`config.mk`:
```
export PLATFORM = sky130hd
export DESIGN_NAME = wpv_ctrl
export DESIGN_NICKNAME = d
export VERILOG_FILES = /design/src/sv/wpv_pkg.sv /design/src/sv/wpv_ctrl.sv
export SDC_FILE = /design/constraint.sdc
export NUM_CORES = 1
export LEC_CHECK = 0
export CAP_MARGIN = 20
export CORE_AREA = 3 3 40 42
export CTS_CLUSTER_DIAMETER = 80
export DETAILED_ROUTE_END_ITERATION = 8
export DIE_AREA = 0 0 43 45
export DONT_BUFFER_PORTS = 1
export PLACE_DENSITY_LB_ADDON = 0.12
export SLEW_MARGIN = 20
export SYNTH_ARGS = -nofsm -noshare
export SYNTH_HDL_FRONTEND = slang
export SYNTH_SLANG_ARGS = --single-unit
```
`constraint.sdc`:
```
create_clock -name i_clk -period 4.4 [get_ports i_clk]
set_clock_uncertainty 0.15 [all_clocks]
set_input_delay 1.32 -clock i_clk [delete_from_list [all_inputs] [get_ports i_clk]]
set_output_delay 1.32 -clock i_clk [all_outputs]
set_load 0.01 [all_outputs]
```
`src/sv/wpv_pkg.sv`:
```
package wpv_pkg;

    localparam int unsigned PosW = 33;
    localparam logic [PosW-1:0] PosMax = {PosW{1'b1}};

    localparam logic [31:0] IdRiff = 32'h46464952;
    localparam logic [31:0] IdWave = 32'h45564157;
    localparam logic [31:0] IdFmt  = 32'h20746D66;
    localparam logic [31:0] IdData = 32'h61746164;

    localparam logic [31:0] MaxRate     = 32'd384000;
    localparam logic [15:0] MaxChannels = 16'd32;

    localparam int unsigned DivBitsDefault = 32;

    typedef enum logic [3:0] {
        ST_OK          = 4'd0,
        ST_TRUNC_HDR   = 4'd1,
        ST_BAD_CONT    = 4'd2,
        ST_UNSUPPORTED = 4'd3,
        ST_BAD_HDR     = 4'd4,
        ST_NO_FMT      = 4'd5,
        ST_NO_DATA     = 4'd6,
        ST_EMPTY_DATA  = 4'd7,
        ST_TRUNC_DATA  = 4'd8
    } t_status;

    typedef enum logic [2:0] {
        PH_CONTAINER = 3'd0,
        PH_CHUNK_HDR = 3'd1,
        PH_BODY      = 3'd2,
        PH_PAD       = 3'd3,
        PH_DONE      = 3'd4
    } t_phase;

    typedef enum logic [1:0] {
        KIND_OTHER = 2'd0,
        KIND_FMT   = 2'd1,
        KIND_DATA  = 2'd2
    } t_kind;

    typedef enum logic [2:0] {
        CS_PARSE  = 3'd0,
        CS_CHECK  = 3'd1,
        CS_MULT   = 3'd2,
        CS_DIVIDE = 3'd3,
        CS_OUTPUT = 3'd4
    } t_ctrl_state;

    typedef struct packed {
        logic [7:0] data_byte;
        logic       last_byte;
    } t_in_beat;

    typedef struct packed {
        logic [3:0]  status;
        logic [15:0] format_code;
        logic [15:0] channel_count;
        logic [31:0] rate_hz;
        logic [31:0] bytes_per_sec;
        logic [15:0] frame_bytes;
        logic [15:0] sample_bits;
        logic [32:0] pcm_start;
        logic [31:0] data_length;
        logic [31:0] num_frames;
    } t_out_beat;

    typedef struct packed {
        logic byte_en;
        logic check_en;
        logic mult_en;
        logic div_start;
        logic div_step;
        logic finish;
    } t_dp_cmd;

    typedef struct packed {
        logic last_seen;
        logic div_done;
    } t_dp_status;

endpackage

```
`src/sv/wpv_ctrl.sv`:
```
module wpv_ctrl
    import wpv_pkg::*;
(
    input  logic       i_clk,
    input  logic       i_rst_n,
    input  logic       i_in_valid,
    input  logic       i_out_stall,
    input  t_dp_status i_status,
    output logic       o_in_stall,
    output logic       o_out_valid,
    output t_dp_cmd    o_cmd
);
    t_ctrl_state r_state, n_state;
    logic        accept;

    assign accept = (r_state == CS_PARSE) && i_in_valid;

    always_comb begin
        n_state = r_state;
        case (r_state)
            CS_PARSE:  if (i_status.last_seen) n_state = CS_CHECK;
            CS_CHECK:  n_state = CS_MULT;
            CS_MULT:   n_state = CS_DIVIDE;
            CS_DIVIDE: if (i_status.div_done) n_state = CS_OUTPUT;
            CS_OUTPUT: if (!i_out_stall) n_state = CS_PARSE;
            default:   n_state = CS_PARSE;
        endcase
    end

    always_comb begin
        o_cmd       = '0;
        o_in_stall  = 1'b1;
        o_out_valid = 1'b0;
        case (r_state)
            CS_PARSE: begin
                o_in_stall    = i_status.last_seen;
                o_cmd.byte_en = accept && !i_status.last_seen;
                o_cmd.check_en = i_status.last_seen;
            end
            CS_CHECK: begin
                o_cmd.mult_en   = 1'b1;
                o_cmd.div_start = 1'b1;
            end
            CS_MULT:   o_cmd.div_step = 1'b1;
            CS_DIVIDE: o_cmd.div_step = 1'b1;
            CS_OUTPUT: begin
                o_out_valid  = 1'b1;
                o_cmd.finish = !i_out_stall;
            end
            default: begin
            end
        endcase
    end

    always_ff @(posedge i_clk) begin
        if (!i_rst_n) begin
            r_state <= CS_PARSE;
        end else begin
            r_state <= n_state;
        end
    end
endmodule

```
=== Word level (Yosys, flattened, before mapping) ===
Index checks and enable logic that the tools add are counted.

* Eq/ne operators: 7
* Reduce and logical (&&, ||, !) cells: 7
* Mux-type cells: 10

{| class="wikitable"
|+ Operator list
! cell !! number
|-
| $pmux W3 S5 || 1
|-
| $mux W3 || 3
|-
| $eq A3 B2 Y1 const B || 2
|-
| $ne A2 B2 Y1 const B || 3
|-
| $mux W1 || 4
|-
| $mux W2 || 2
|-
| $eq A3 B1 Y1 const B || 1
|-
| $eq A3 B3 Y1 const B || 1
|-
| $logic_not A3 Y1 || 1
|-
| $reduce_and A3 Y1 || 1
|-
| $logic_and A1 B1 Y1 || 2
|-
| $logic_not A1 Y1 || 2
|-
| $reduce_or A2 Y1 || 1
|}

* Register bits: 3
* Bits of input ports: 6
* Logic and storage cells: 25
* Output and inout bits: 8

=== Logic depth before layout (Yosys ltp) ===
Gate-level depths: netlist of the first run.

* Word-level depth: 4
* Mapped depth: 3
* Gate-level depth less buffers: 2

=== Worst setup path after synthesis of the first run ===
Ideal clock, no wire load.

* Path kind: in2out
* Start: input i_status[1] (netlist name)
* End: output o_cmd[5] (netlist name)
* Slack: 0.978 ns
* Data arrival time: 1.952 ns
* Buffers on the path: 0
* Required time: 2.930 ns
* Cell stages on the path: 2
* Cells stage by stage: or4_4 > nor2_1

{| class="wikitable"
|+ RTL lines
! what !! line !! source
|-
| from (decl) || wpv_ctrl.sv:8 || <nowiki>input t_dp_status i_status,</nowiki>
|-
| to (decl) || wpv_ctrl.sv:11 || <nowiki>output t_dp_cmd o_cmd</nowiki>
|}

==> qor.log, run 1 <==
INFO  status         status=finished, final reports clean
INFO  floorplan      chipWidth=43µm
INFO  floorplan      core=0.00128mm²
INFO  critical_path  critPathLaunchType=primary input
INFO  critical_path  crit_fanout=3
INFO  critical_path  critical-path-slowest-cell=sky130_fd_sc_hd__or4_4
INFO  logic_synthesis post_synth.cell_area_avg=8.92µm²
INFO  timing         tightest_slew=0.659ns
INFO  final_layout   largest_registers=r_state x3
INFO  clock_network  longest_clk_path_bufs=2
INFO  logic_synthesis synth_cells=23
INFO  place          place.port_buffers=0
INFO  logic_synthesis synth_cell_type_count=16
INFO  clock_network  postCtsSetupBuffers=0
INFO  route          initialDrtViolationCount=3
INFO  critical_path  crit_type=in2out
INFO  critical_path  crit_chain=or4_4 > nor2_1
INFO  clock_network  insertion_delay=0.23ns
INFO  timing         worst_relative_slew_slack=0.560
INFO  critical_path  worst-endpoint-arrival=1.98ns
INFO  logic_synthesis synth_seq_area_share=0.293
INFO  clock_network  cts_num_sinks=3
INFO  timing         finalMaxSlewViolations=0
INFO  hold_path      worst_hold_path_type=reg2reg
INFO  final_layout   layout_common_cells=sky130_fd_sc_hd__clkbuf_4, sky130_fd_sc_hd__dfxtp_1
INFO  floorplan      fp.dieH=45µm
INFO  final_layout   fin_nets=32
INFO  clock_network  cts_max_level=1
INFO  power_and_ir_drop vdd_drop_max=72.7µV
INFO  floorplan      floorplan.initialDensity=0.160
INFO  floorplan      core.rowCount=13
INFO  critical_path  cp.required=2.93ns
INFO  timing         rsz0062_at_grt=false
INFO  grt            global_route_wire_length_before_repair=690µm
INFO  final_layout   final_core_utilization=0.180
INFO  final_layout   fillerInstances=148
INFO  critical_path  timing_startpoint_of_the_critical_path=i_status[1]
INFO  logic_synthesis yosys_warnings=0
INFO  timing         timing.final.setup_violations=0
INFO  route          drt-vias-per-instance=4.10
INFO  grt            groute.usage.overall=0.0583
INFO  logic_synthesis synth_fp_nets=29
INFO  grt            grt_pass1_vias=159
INFO  power_and_ir_drop power.density_cell_area=406mW/mm²
INFO  floorplan      design.die.area=0.00194mm²
INFO  timing         finalCriticalPeriod=3.45ns
INFO  critical_path  r2r_setup_slack=3.04ns
INFO  critical_path  rr_startpoint=r_state[1]
INFO  final_layout   largest_register_ff_count=3
INFO  timing         setup-tns-final=0ns
INFO  critical_path  endpoint_class_of_the_critical_path=primary output
INFO  job            maxCapViolations=0
INFO  grt            grt_start_max_net_pins=11
INFO  grt            globalRouteOverflowTotal=0
INFO  critical_path  critical_path.max_stage_delay=0.45ns
INFO  route          route.detailed.drc=0
INFO  clock_network  cts_tree=yes
INFO  power_and_ir_drop total_leakage_power=0.000106µW
INFO  hold_path      hold_path_startpoint=r_state[0]
INFO  route          drt-total-wl=474µm
INFO  final_layout   largest_register=r_state
INFO  final_layout   area.growth.synth_to_final=12.8%
INFO  final_layout   final_layout_size_suffix_gt1_frac=0.240
INFO  grt            grt_antenna_before_repair=0
INFO  clock_network  tritoncts.num_buffers=3
INFO  timing         final.period_utilization=0.783
INFO  clock_network  cts_resized=0
INFO  final_layout   antenna_cells_inserted=0
INFO  critical_path  cpLargestDelayFamily=simple AND/OR/NAND/NOR gates
INFO  route          num_vias=164
INFO  route          detail_route_antenna_nets=0
INFO  floorplan      boundaryPins=14
INFO  logic_synthesis syn-cell-area=205µm²
INFO  route          dr.pass1.iters=4
INFO  clock_network  clock_transition_at_the_registers_of_the_reported_paths=0.04ns
INFO  timing         maxClockFrequency=0.290GHz
INFO  logic_synthesis postSynthRegisterBits=3
INFO  clock_network  holdBufCountCts=0
INFO  place          gpl.final_weighted_congestion=0.635
INFO  critical_path  critical_path.n_buffers_inverters=0
INFO  clock_network  clock_tree.root_cell=sky130_fd_sc_hd__clkbuf_4
INFO  route          routedWlPerCell=11.9µm
INFO  timing         hold_violations=0
path summary, 6_finish.rpt:
path / end / cells after the start
max reg2reg: r_state[2] / 2
min: r_state[1] / 2
min reg2reg: r_state[1] / 2
max: o_cmd[5] / 2
cells by family after synthesis:
family / Yosys count / synth area share
buf+inv: 3 / 0.110
compound gates: 3 / 0.122
flops: 3 / 0.293
simple gates: 14 / 0.476
where the power goes:
group          internal [µW]  leakage [µW]  switching (µW)  total (µW)
Sequential              29.3     0.0000247            4.04        33.3
Combinational           5.80     0.0000667            6.96        12.8
Clock                   34.0     0.0000150            13.9        47.9
layout make-up:
type | instances | area (µm²) | share of cell area
clock buffer | 4 | 26.3 | 0.114
sequential | 3 | 60.1 | 0.259
multi-input combinational | 17 | 123 | 0.530
inverter | 1 | 3.75 | 0.0162
tap | 15 | 18.8 | 0.0811
stage by stage:
stage	cell area (µm²)	total power (µW)	setup slack, ns	instances	hold slack (ns)
floorplan	205	47.4	0.978	23	0.373
global route	231	104	0.934	40	0.480
finish	231	93.9	0.954	40	0.439
detailed placement	205	46.7	0.943	36	0.429
CTS	231	97.0	0.944	40	0.434
global placement	205	46.8	0.937	36	0.425
layer usage:
layer,wire [µm],GRT usage,vias up
met5,0,0,-
met3,56,0.0398,2
met4,16,0.0904,0
met1,219,0.0578,65
met2,181,0.0629,12
li1,-,-,85
cells in the mapped netlist, drive strengths merged:
master / count / area [µm²]
and4b: 1 / 10.0
buf: 2 / 18.8
nor2b: 2 / 12.5
nor3: 2 / 10.0
and4bb: 1 / 12.5
and3: 1 / 6.26
or4: 1 / 11.3
o211a: 1 / 10.0
nor3b: 2 / 15.0
dfxtp: 3 / 60.1
a21bo: 1 / 10.0
inv: 1 / 3.75
nor2: 2 / 7.51
a21oi: 1 / 5.00
nand2b: 2 / 12.5
(Power assumes the default switching activity.)
==> run 2: changes to the inputs <==
ABC_AREA = 1   (was default)
clock period = 2.8 ns   (was 4.4 ns; I/O delays follow)
==> run 2 against run 1 <==
Core utilization up 2.2 points. Critical path depth up 1. Sequential share of layout area down 2.9 points. Combinational power rose to 13 times the previous value. Sequential power rose to 2.8 times the previous value. Via count up 25%. Non-clock buffer count unchanged. Design area up 12%. Largest power group is now combinational logic.
==> qor.log, run 2 <==
INFO  clock_network  cts_max_level=1 [unchanged]
INFO  logic_synthesis syn-cell-area=223µm² [was 205 µm²]
INFO  logic_synthesis ys_top_cells_by_area=sky130_fd_sc_hd__dfxtp_1, sky130_fd_sc_hd__nor2_1, sky130_fd_sc_hd__inv_1 [was sky130_fd_sc_hd__dfxtp_1, sky130_fd_sc_hd__nor3b_1, sky130_fd_sc_hd__and4bb_2]
INFO  logic_synthesis postSynthRegisterBits=3 [unchanged]
INFO  floorplan      design.die.area=0.00194mm² [unchanged]
INFO  logic_synthesis yosys_warnings=0 [unchanged]
INFO  critical_path  critical_path.max_stage_delay=0.21ns [was 0.45 ns]
INFO  final_layout   largest_registers=r_state x3 [unchanged]
INFO  critical_path  rr_startpoint=r_state[1] [unchanged]
INFO  timing         final.period_utilization=0.811
INFO  critical_path  r2r_setup_slack=1.64ns [was 3.04 ns]
INFO  final_layout   largest_register=r_state [unchanged]
INFO  clock_network  holdBufCountCts=0 [unchanged]
INFO  critical_path  critPathLaunchType=primary input [unchanged]
INFO  critical_path  cp.required=1.81ns [was 2.93 ns]
INFO  final_layout   layout.cells.most_common=sky130_fd_sc_hd__nor2_1
INFO  power_and_ir_drop total_power=332µW [was 93.9 µW]
INFO  logic_synthesis yosys.cell_count.top_type=sky130_fd_sc_hd__nor2_1 [was sky130_fd_sc_hd__dfxtp_1]
INFO  timing         finalMaxSlewViolations=0 [unchanged]
INFO  timing         post-route-worst-setup-slack=0.529ns [was 0.954 ns]
INFO  floorplan      core=0.00128mm² [unchanged]
INFO  logic_synthesis synth_seq_area_share=0.270 [was 0.293]
INFO  route          detail_route_antenna_nets=0 [unchanged]
INFO  place          detailedPlacementHpwl=428µm
INFO  clock_network  insertion_delay=0.23ns [about the same]
INFO  critical_path  endpoint_class_of_the_critical_path=primary output [unchanged]
INFO  floorplan      fp.dieH=45µm [unchanged]
INFO  final_layout   final_layout_size_suffix_gt1_frac=0.211 [was 0.240]
INFO  logic_synthesis synth_top_flop_cell=sky130_fd_sc_hd__dfxtp_1 [unchanged]
INFO  logic_synthesis post_synth.cell_area_avg=6.36µm² [was 8.92 µm²]
INFO  route          dr.pass1.iters=1 [was 4]
INFO  route          route.top_layer_used=met3 [was met4]
INFO  logic_synthesis synth_fp_nets=41 [was 29]
INFO  route          route.detailed.drc=0 [unchanged]
INFO  final_layout   antenna_cells_inserted=0 [unchanged]
INFO  logic_synthesis area_share_of_the_largest_cell_type_after_synthesis=0.270 [was 0.293]
INFO  place          postPlaceCellArea=234µm² [was 205 µm²]
INFO  power_and_ir_drop total_leakage_power=0.000134µW [was 0.000106 µW]
INFO  route          initialDrtViolationCount=0 [was 3]
INFO  critical_path  worst_r2r_endpoint=r_state[1] [was r_state[2]]
INFO  critical_path  critical-path-slowest-cell=sky130_fd_sc_hd__nor2_1 [was sky130_fd_sc_hd__or4_4]
INFO  floorplan      floorplan.initialDensity=0.173 [was 0.160]
INFO  hold_path      hold_path_startpoint=r_state[2] [was r_state[0]]
INFO  grt            grt_pass1_vias=222 [was 159]
INFO  power_and_ir_drop vdd_drop_max=317µV [was 72.7 µV]
INFO  critical_path  crit_fanout=6 [was 3]
INFO  clock_network  cts_tree=yes [unchanged]
INFO  logic_synthesis synth_top_cells_by_count=sky130_fd_sc_hd__nor2_1, sky130_fd_sc_hd__inv_1, sky130_fd_sc_hd__nand2_1, sky130_fd_sc_hd__dfxtp_1, sky130_fd_sc_hd__nand3_1
INFO  grt            globalRouteOverflowTotal=0 [unchanged]
INFO  route          met2_wirelength=245µm [was 181 µm]
INFO  final_layout   area.growth.synth_to_final=16.9% [was 12.8%]
INFO  route          met3_layer_wire_length_in_the_routed_design=45µm [was 56 µm]
INFO  logic_synthesis synthArstFlopShare=0 [unchanged]
INFO  route          routedWlPerCell=10.3µm [was 11.9 µm]
INFO  logic_synthesis synth_cells=35 [was 23]
INFO  place          gpl.final_weighted_congestion=0.735 [was 0.635]
INFO  route          drt-vias-per-instance=3.87 [was 4.10]
INFO  floorplan      chipWidth=43µm [unchanged]
INFO  clock_network  clock_tree.root_cell=sky130_fd_sc_hd__clkbuf_4 [unchanged]
INFO  power_and_ir_drop power.density_cell_area=1280mW/mm² [was 406 mW/mm²]
INFO  hold_path      holdPathStages=3 [was 2]
INFO  critical_path  worstRegToRegCells=5 [was 2]
INFO  logic_synthesis synth_cell_type_count=14 [was 16]
INFO  grt            groute.usage.overall=0.0674 [was 0.0583]
INFO  timing         setup-tns-final=0ns [unchanged]
INFO  place          place_ws=0.532ns [was 0.943 ns]
INFO  timing         rsz0062_at_grt=false [unchanged]
INFO  clock_network  postCtsSetupBuffers=0 [unchanged]
INFO  critical_path  worst-endpoint-arrival=1.28ns [was 1.98 ns]
INFO  logic_synthesis post-synth-top-area-cell=sky130_fd_sc_hd__dfxtp_1 [unchanged]
INFO  hold_path      worst_hold_path_type=reg2reg [unchanged]
INFO  timing         finalCriticalPeriod=2.27ns
INFO  route          wl_met1=257µm [was 219 µm]
INFO  final_layout   layout_common_cells=sky130_fd_sc_hd__nor2_1, sky130_fd_sc_hd__inv_1, sky130_fd_sc_hd__nand2_1 [was sky130_fd_sc_hd__clkbuf_4, sky130_fd_sc_hd__dfxtp_1]
INFO  clock_network  cts_num_sinks=3 [unchanged]
INFO  final_layout   fin_nets=45 [was 32]
INFO  critical_path  crit_chain=inv_1 > nand3_4 > nor2_1 [was or4_4 > nor2_1]
INFO  critical_path  cpLargestDelayFamily=simple AND/OR/NAND/NOR gates [unchanged]
INFO  timing         worst_relative_slew_slack=0.654 [was 0.560]
INFO  timing         timing.final.setup_violations=0 [unchanged]
INFO  floorplan      core.rowCount=13 [unchanged]
INFO  place          place.port_buffers=0 [unchanged]
INFO  timing         maxClockFrequency=0.440GHz
INFO  logic_synthesis edff_count_synth=0 [unchanged]
INFO  route          drt-total-wl=548µm [was 474 µm]
INFO  critical_path  crit_type=in2out [unchanged]
INFO  grt            grt_start_max_net_pins=7 [was 11]
INFO  job            maxCapViolations=0 [unchanged]
INFO  status         status=finished, final reports clean [unchanged]
INFO  critical_path  worstSetupPathDepth=3 [was 2]
INFO  critical_path  critical_path.n_buffers_inverters=1 [was 0]
INFO  final_layout   largest_register_ff_count=3 [unchanged]
INFO  clock_network  longest_clk_path_bufs=2 [unchanged]
INFO  clock_network  cts_resized=0 [unchanged]
INFO  clock_network  tritoncts.num_buffers=3 [unchanged]
INFO  timing         tightest_slew=0.515ns [was 0.659 ns]
INFO  hold_path      holdPathEnd=r_state[0] [was r_state[1]]
INFO  final_layout   layout.cell_area.non_filler=260µm² [was 231 µm²]
INFO  floorplan      boundaryPins=14 [unchanged]
INFO  clock_network  clock_transition_at_the_registers_of_the_reported_paths=0.04ns [about the same]
INFO  grt            global_route_wire_length_before_repair=910µm [was 690 µm]
INFO  timing         hold_violations=0 [unchanged]
INFO  grt            grt_antenna_before_repair=0 [unchanged]
INFO  route          num_vias=205 [was 164]
[run 2: cell families (layout without fill, tap and decap cells)]
kind of cell	after synthesis	after routing	synth area share
AOI/OAI and AO/OA	1	1	0.0225
buffers and inverters	8	11	0.152
DFF	3	3	0.270
and+or+nand+nor	23	23	0.556
[run 2: final cells by class]
cell class / count / area, µm²
fillers: 154 / 1020
multi-input cells: 24 / 129
flip-flops and latches: 3 / 60.1
clock buffers: 4 / 26.3
inverters: 7 / 26.3
well taps: 15 / 18.8
[run 2: how the worst max path moves through the flow]
stage | startpoint | end
2_1_floorplan | i_status[1] | o_cmd[5]
3_3_place_gp | i_status[1] | o_cmd[5]
3_5_place_dp | i_status[1] | o_cmd[5]
4_1_cts | i_status[1] | o_cmd[5]
5_1_grt | i_status[1] | o_cmd[5]
6_report | i_status[1] | o_cmd[5]
[run 2: per-layer routing]
layer	track usage	up-vias
met1	0.0745	83
met5	0	-
met2	0.0868	9
met4	0.0904	0
met3	0.0239	0
li1	-	113
[run 2: worst reg2reg max path, stage by stage (launching register included)]
cell and delay [ns]:
sky130_fd_sc_hd__dfxtp_1 0.43, sky130_fd_sc_hd__inv_2 0.10, sky130_fd_sc_hd__nand3_4 0.13, sky130_fd_sc_hd__nand3_2 0.09, sky130_fd_sc_hd__nor2_1 0.10, sky130_fd_sc_hd__nor2_1 0.05
[run 2: per-stage QoR]
step,utilization,hold slack [ns],cells
after floorplan,-,0.480,35
after global placement,0.182,0.566,49
after detailed placement,0.182,0.562,49
after CTS,0.203,0.570,53
after global routing,0.203,0.608,53
final,0.203,0.548,53
[run 2: power by group]
part           internal [µW]  total [µW]  leakage [µW]  switching (µW)
Clock                   53.4        75.2     0.0000150            21.8
Combinational           50.9         164     0.0000941             114
Sequential              61.9        92.4     0.0000248            30.4
